<file path="src/hw/rtl/esc_pkg.sv">
package esc_pkg;

	// Cycles from the pressure path's input to its result register, and the
	// same for the humidity path. The top level evens them out.
	localparam int PRESS_LAT = 78;
	localparam int HUM_LAT   = 9;

	localparam logic [63:0] P_OFFS   = 64'h0000_8000_0000_0000;
	localparam logic [31:0] HUM_CLIP = 32'd419430400;
	localparam logic [16:0] HUM_MAX  = 17'd102400;

	typedef enum logic [2:0] {
		REG_CAL_TEMP    = 3'd0,
		REG_CAL_PRESS_A = 3'd1,
		REG_CAL_PRESS_B = 3'd2,
		REG_CAL_PRESS_C = 3'd3,
		REG_CAL_HUM_A   = 3'd4,
		REG_CAL_HUM_B   = 3'd5,
		REG_PRESS_EN    = 3'd6,
		REG_HUM_EN      = 3'd7
	} cfg_reg_t;

	typedef struct packed {
		logic [15:0] t1;
		logic [15:0] t2;
		logic [15:0] t3;
		logic [15:0] p1;
		logic [15:0] p2;
		logic [15:0] p3;
		logic [15:0] p4;
		logic [15:0] p5;
		logic [15:0] p6;
		logic [15:0] p7;
		logic [15:0] p8;
		logic [15:0] p9;
		logic [7:0]  h1;
		logic [15:0] h2;
		logic [7:0]  h3;
		logic [11:0] h4;
		logic [11:0] h5;
		logic [7:0]  h6;
		logic        p_en;
		logic        h_en;
	} cal_t;

	typedef struct packed {
		logic [31:0] tf;
		logic [31:0] tc;
		logic [19:0] rawp;
		logic [15:0] rawh;
	} temp_out_t;

	function automatic logic [31:0] sx16_32(input logic [15:0] v);
		return {{16{v[15]}}, v};
	endfunction

	function automatic logic [63:0] sx16_64(input logic [15:0] v);
		return {{48{v[15]}}, v};
	endfunction

	function automatic logic [31:0] sar32(input logic [31:0] v, input int s);
		logic signed [31:0] r;
		r = $signed(v) >>> s;
		return r;
	endfunction

	function automatic logic [63:0] sar64(input logic [63:0] v, input int s);
		logic signed [63:0] r;
		r = $signed(v) >>> s;
		return r;
	endfunction

	// Signed 33 x 33 product, low 64 bits.
	function automatic logic [63:0] mul_s33(input logic [32:0] a, input logic [32:0] b);
		logic signed [65:0] f;
		f = $signed(a) * $signed(b);
		return f[63:0];
	endfunction

	// Signed 33 x 16 product, sign extended to 64 bits.
	function automatic logic [63:0] mul33s16(input logic [32:0] a, input logic [15:0] b);
		logic signed [48:0] f;
		f = $signed(a) * $signed(b);
		return {{15{f[48]}}, f};
	endfunction

	// 64-bit value times a signed 16-bit word, low 64 bits.
	function automatic logic [63:0] mul64s16(input logic [63:0] a, input logic [15:0] b);
		logic signed [79:0] f;
		f = $signed(a) * $signed(b);
		return f[63:0];
	endfunction

	// 64-bit value times an unsigned 16-bit word, low 64 bits.
	function automatic logic [63:0] mul64u16(input logic [63:0] a, input logic [15:0] b);
		logic signed [80:0] f;
		f = $signed(a) * $signed({1'b0, b});
		return f[63:0];
	endfunction

endpackage

</file>
<file path="src/hw/rtl/esc_temp.sv">
module esc_temp (
	input  logic              clk,
	input  logic              arst_n,
	input  logic              en,
	input  logic              in_valid,
	input  logic [19:0]       raw_pressure,
	input  logic [19:0]       raw_temperature,
	input  logic [15:0]       raw_humidity,
	input  esc_pkg::cal_t     cal,
	output logic              out_valid,
	output esc_pkg::temp_out_t res
);

	logic [4:0]  vld_s;
	logic [31:0] a_s1, d_s1, pa_s2, dd_s2, xv_s3, q_s3, tf_s4, tf_s5, tc_s5;
	logic [19:0] rawp_s [1:5];
	logic [15:0] rawh_s [1:5];

	always_ff @(posedge clk or negedge arst_n) begin
		if (!arst_n) begin
			vld_s <= '0;
		end else if (en) begin
			vld_s <= {vld_s[3:0], in_valid};
		end
	end

	always_ff @(posedge clk) begin
		if (en) begin
			a_s1  <= {15'd0, raw_temperature[19:3]} - {15'd0, cal.t1, 1'b0};
			d_s1  <= {16'd0, raw_temperature[19:4]} - {16'd0, cal.t1};
			pa_s2 <= a_s1 * esc_pkg::sx16_32(cal.t2);
			dd_s2 <= d_s1 * d_s1;
			xv_s3 <= esc_pkg::sar32(pa_s2, 11);
			q_s3  <= esc_pkg::sar32(dd_s2, 12) * esc_pkg::sx16_32(cal.t3);
			tf_s4 <= xv_s3 + esc_pkg::sar32(q_s3, 14);
			tf_s5 <= tf_s4;
			tc_s5 <= esc_pkg::sar32(tf_s4 * 32'd5 + 32'd128, 8);
			rawp_s[1] <= raw_pressure;
			rawh_s[1] <= raw_humidity;
			for (int i = 2; i <= 5; i++) begin
				rawp_s[i] <= rawp_s[i-1];
				rawh_s[i] <= rawh_s[i-1];
			end
		end
	end

	assign out_valid = vld_s[4];

	always_comb begin
		res.tf   = tf_s5;
		res.tc   = tc_s5;
		res.rawp = rawp_s[5];
		res.rawh = rawh_s[5];
	end

endmodule

</file>
<file path="config.mk">
export PLATFORM = sky130hd
export DESIGN_NAME = esc_temp
export DESIGN_NICKNAME = d
export VERILOG_FILES = /design/src/hw/rtl/esc_pkg.sv /design/src/hw/rtl/esc_temp.sv
export SDC_FILE = /design/constraint.sdc
export NUM_CORES = 2
export LEC_CHECK = 0
export BUFFER_PORTS_ARGS = -buffer_cell sky130_fd_sc_hd__buf_2
export CORE_ASPECT_RATIO = 1.75
export CORE_MARGIN = 3
export CORE_UTILIZATION = 40
export CTS_CLUSTER_DIAMETER = 100
export DETAILED_ROUTE_END_ITERATION = 10
export REMOVE_ABC_BUFFERS = 1
export SETUP_SLACK_MARGIN = 0.4
export SYNTH_ARGS = -nofsm -noshare
export SYNTH_HDL_FRONTEND = slang
export SYNTH_SLANG_ARGS = --single-unit
</file>
<file path="constraint.sdc">
create_clock -name clk -period 20.9 [get_ports clk]
set_input_delay 3.135 -clock clk [delete_from_list [all_inputs] [get_ports clk]]
set_output_delay 3.135 -clock clk [all_outputs]
set_load 0.03 [all_outputs]
</file>
==> metrics.txt <==
overflow left after global routing=0; Global Route met3 Usage=0.0160; final estimated routing congestion in global placement=0.848; shortest clock period the worst path allows after layout=10.18 ns; required time at the worst-slack endpoint=21.23 ns; synthesized instance count=4159; sequential share of the synthesized area=0.233; number of rows in the core area=162; met2 routing resource usage after global routing=0.348; synthesis warning total=0; Min Hold Slack=0.401 ns; final hold vios=0; ratio of final minimum period to clock period=0.487; Post-synth ARST share=0.0142; Detail Placement HPWL=79600 um; achievable clock frequency=0.0982 GHz; final routed DRC violation total=0; dominant cells by area after synthesis=sky130_fd_sc_hd__fa_1, sky130_fd_sc_hd__edfxtp_1, sky130_fd_sc_hd__ha_1; fill count=10700; setup tns final=0 ns; met1 GRT Util=0.190; height of the chip=450 um; type of destination of the critical path=flip-flop; antenna violations before repair=2; area taken by multi-input logic gates=29900 um2; DP Area=47300 um2; Wirelength per Cell=17.4 um; PortBufs=205; Final ANT Viol Nets=0; CTS tree=done; worst-skew pair later-pin latency=0.57 ns; area added between synthesis and finish=7.64%; IO Count=419; most utilized layer in the global route result=met2; Max Slew Vio Count=0; mean area per synthesized cell=10.9 um2; routed wire length=99800 um; largest area contributor in the netlist=sky130_fd_sc_hd__fa_1; Distinct cells, synth=67; ys flop type=sky130_fd_sc_hd__edfxtp_1; die footprint=117000 um2; slew at the pin with the worst max-slew slack=1.02 ns; ratio of routed vias to standard cells=4.84; number of global-route vias before repair=31300; critical path fanouts, max=20; Die X-Extent=260 um; signal arrival time at the worst endpoint=10.52 ns; final core utilization=0.435; run status=completed; Cell Area, Synth=45100 um2; number of buffers created by CTS=38; post-synthesis register bit count=351; initial cell density of the core=0.404; maximum clock path buffer count=3; global routing usage summed across all routing layers=0.177; area fraction of the dominant cell type after synthesis=0.384; slew margin rel.=0.319; clock net sink count=351; antenna diode count=0; unrepaired setup endpoints after global routing=no; Worst Clk Skew=0.0302 ns; maximum number of pins on one net before global-route repair=127; register area=10500 um2; NumNets Final=5815; number of flops mapped to enable cells by yosys=346; total number of H-tree levels=2; area inside the core boundary=112000 um2; Detailed Routing Iterations Pass 1=5; commonest cells in the netlist=sky130_fd_sc_hd__inv_1, sky130_fd_sc_hd__fa_1, sky130_fd_sc_hd__nand2_1; number of setup violations in the final report=0; worst min path class=flip-flop to flip-flop; most used standard cell by instance count after synthesis=sky130_fd_sc_hd__inv_1; Iter 0 DRT Violations=1296; Vias=27800; Setup Fix Bufs, Post-CTS=0; layout cell share with drive strength beyond 1=0.0751; summed area of non-filler cells in the final layout=48600 um2; clock edge transition at the registers on the reported setup and hold paths=0.06 ns; global-route wire length before repair=162000 um; count of maximum capacitance violations=0; total of cells resized after clock tree synthesis=0; Root Driver=sky130_fd_sc_hd__clkbuf_16; launching element type of the critical path=input pin; hold buffer count at cts=0; type of the worst setup path=input pin to flip-flop
-- layout by cell type, fill, tap and decap left out, types with 6 or more instances in the layout --
cell,n
sky130_fd_sc_hd__o21ai_0,33
sky130_fd_sc_hd__a21oi_1,50
sky130_fd_sc_hd__clkbuf_16,38
sky130_fd_sc_hd__a21o_1,39
sky130_fd_sc_hd__nor2b_1,25
sky130_fd_sc_hd__fa_1,865
sky130_fd_sc_hd__inv_1,1024
sky130_fd_sc_hd__edfxtp_1,346
sky130_fd_sc_hd__clkinv_1,7
sky130_fd_sc_hd__a31oi_1,8
sky130_fd_sc_hd__xnor2_1,138
sky130_fd_sc_hd__ha_1,388
sky130_fd_sc_hd__nand3_1,16
sky130_fd_sc_hd__o21a_1,26
sky130_fd_sc_hd__buf_2,204
sky130_fd_sc_hd__and2_1,304
sky130_fd_sc_hd__nand2b_1,25
sky130_fd_sc_hd__xor2_1,28
sky130_fd_sc_hd__clkbuf_1,7
sky130_fd_sc_hd__buf_4,28
sky130_fd_sc_hd__nor3_1,21
sky130_fd_sc_hd__nand2_1,429
sky130_fd_sc_hd__nor2_1,101
sky130_fd_sc_hd__a21boi_0,6
sky130_fd_sc_hd__and3_1,10
-- path summary, 6_finish.rpt --
path | startpoint | endpoint | slack (ns) | depth (start not counted)
setup reg to reg | a_s1[3]$_DFFE_PP_ | dd_s2[31]$_DFFE_PP_ | 12.25 | 26
min in group asynchronous | arst_n | vld_s[4]$_DFFE_PN0P_ | 2.38 | 1
max in group asynchronous | arst_n | vld_s[1]$_DFFE_PN0P_ | 18.39 | 1
hold reg to reg | rawh_s[0][17]$_DFFE_PP_ | rawh_s[0][33]$_DFFE_PP_ | 0.40 | 0
hold / removal | rawh_s[0][17]$_DFFE_PP_ | rawh_s[0][33]$_DFFE_PP_ | 0.40 | 0
setup / recovery | cal[212] | q_s3[31]$_DFFE_PP_ | 10.72 | 24
-- metrics by stage --
stage / cells / setup slack (ns)
after floorplan: 3971 / 11.93
after global placement: 5680 / 10.10
after global routing: 5748 / 10.32
after CTS: 5748 / 10.63
final: 5748 / 10.72
after detailed placement: 5680 / 10.05
-- per-layer routing --
metal	vias to the layer above	routed length [um]
met5	-	20
met4	2	4580
met3	214	3540
met2	549	56700
met1	14400	35000
li1	12600	-
-- worst max-delay path, cell delays in order --
cell and delay, ns:
sky130_fd_sc_hd__buf_2 0.41, sky130_fd_sc_hd__nand2_1 0.14, sky130_fd_sc_hd__fa_1 0.53, sky130_fd_sc_hd__inv_1 0.05, sky130_fd_sc_hd__fa_1 0.53, sky130_fd_sc_hd__inv_1 0.05
sky130_fd_sc_hd__fa_1 0.51, sky130_fd_sc_hd__inv_1 0.06, sky130_fd_sc_hd__fa_1 0.54, sky130_fd_sc_hd__inv_1 0.06, sky130_fd_sc_hd__fa_1 0.47, sky130_fd_sc_hd__inv_1 0.05
sky130_fd_sc_hd__fa_1 0.43, sky130_fd_sc_hd__ha_1 0.33, sky130_fd_sc_hd__a211oi_1 0.30, sky130_fd_sc_hd__nand2_1 0.10, sky130_fd_sc_hd__a2111oi_1 0.81, sky130_fd_sc_hd__a211oi_1 0.29
sky130_fd_sc_hd__nor2_1 0.21, sky130_fd_sc_hd__o2111ai_1 0.32, sky130_fd_sc_hd__o311ai_0 0.50, sky130_fd_sc_hd__o21ai_0 0.21, sky130_fd_sc_hd__a21oi_1 0.21, sky130_fd_sc_hd__xnor2_1 0.24
-- layout make-up --
class                   count  area share
clock buffers              46      0.0204
clock inverters            22     0.00556
inverters                1025      0.0792
multi-input cells        2595       0.615
flip-flops and latches    351       0.216
well taps                1476      0.0380
repair buffers            233      0.0257
-- cells by family (layout without fill, tap and decap cells) --
group	after synthesis	count (layout)	synth area share
multiplexers	6	6	0.00147
adder cells (fa/ha/maj)	1253	1253	0.491
AND/OR/NAND/NOR	952	952	0.102
AO/OA/AOI/OAI	218	218	0.0346
flip-flops	351	351	0.233
XOR/XNOR	166	166	0.0322
buffers and inverters	1213	1326	0.105
-- flip-flops by register name (all words and copies together), names as in the netlist --
register  count
rawp_s      100
tf_s5        22
q_s3         18
vld_s         5
tf_s4        22
tc_s5        24
xv_s3        21
pa_s2        21
rawh_s       80
a_s1         18
dd_s2        20
Power is not shown: default switching activity piles up to over one toggle a cycle in this logic, so the estimate is an artifact.
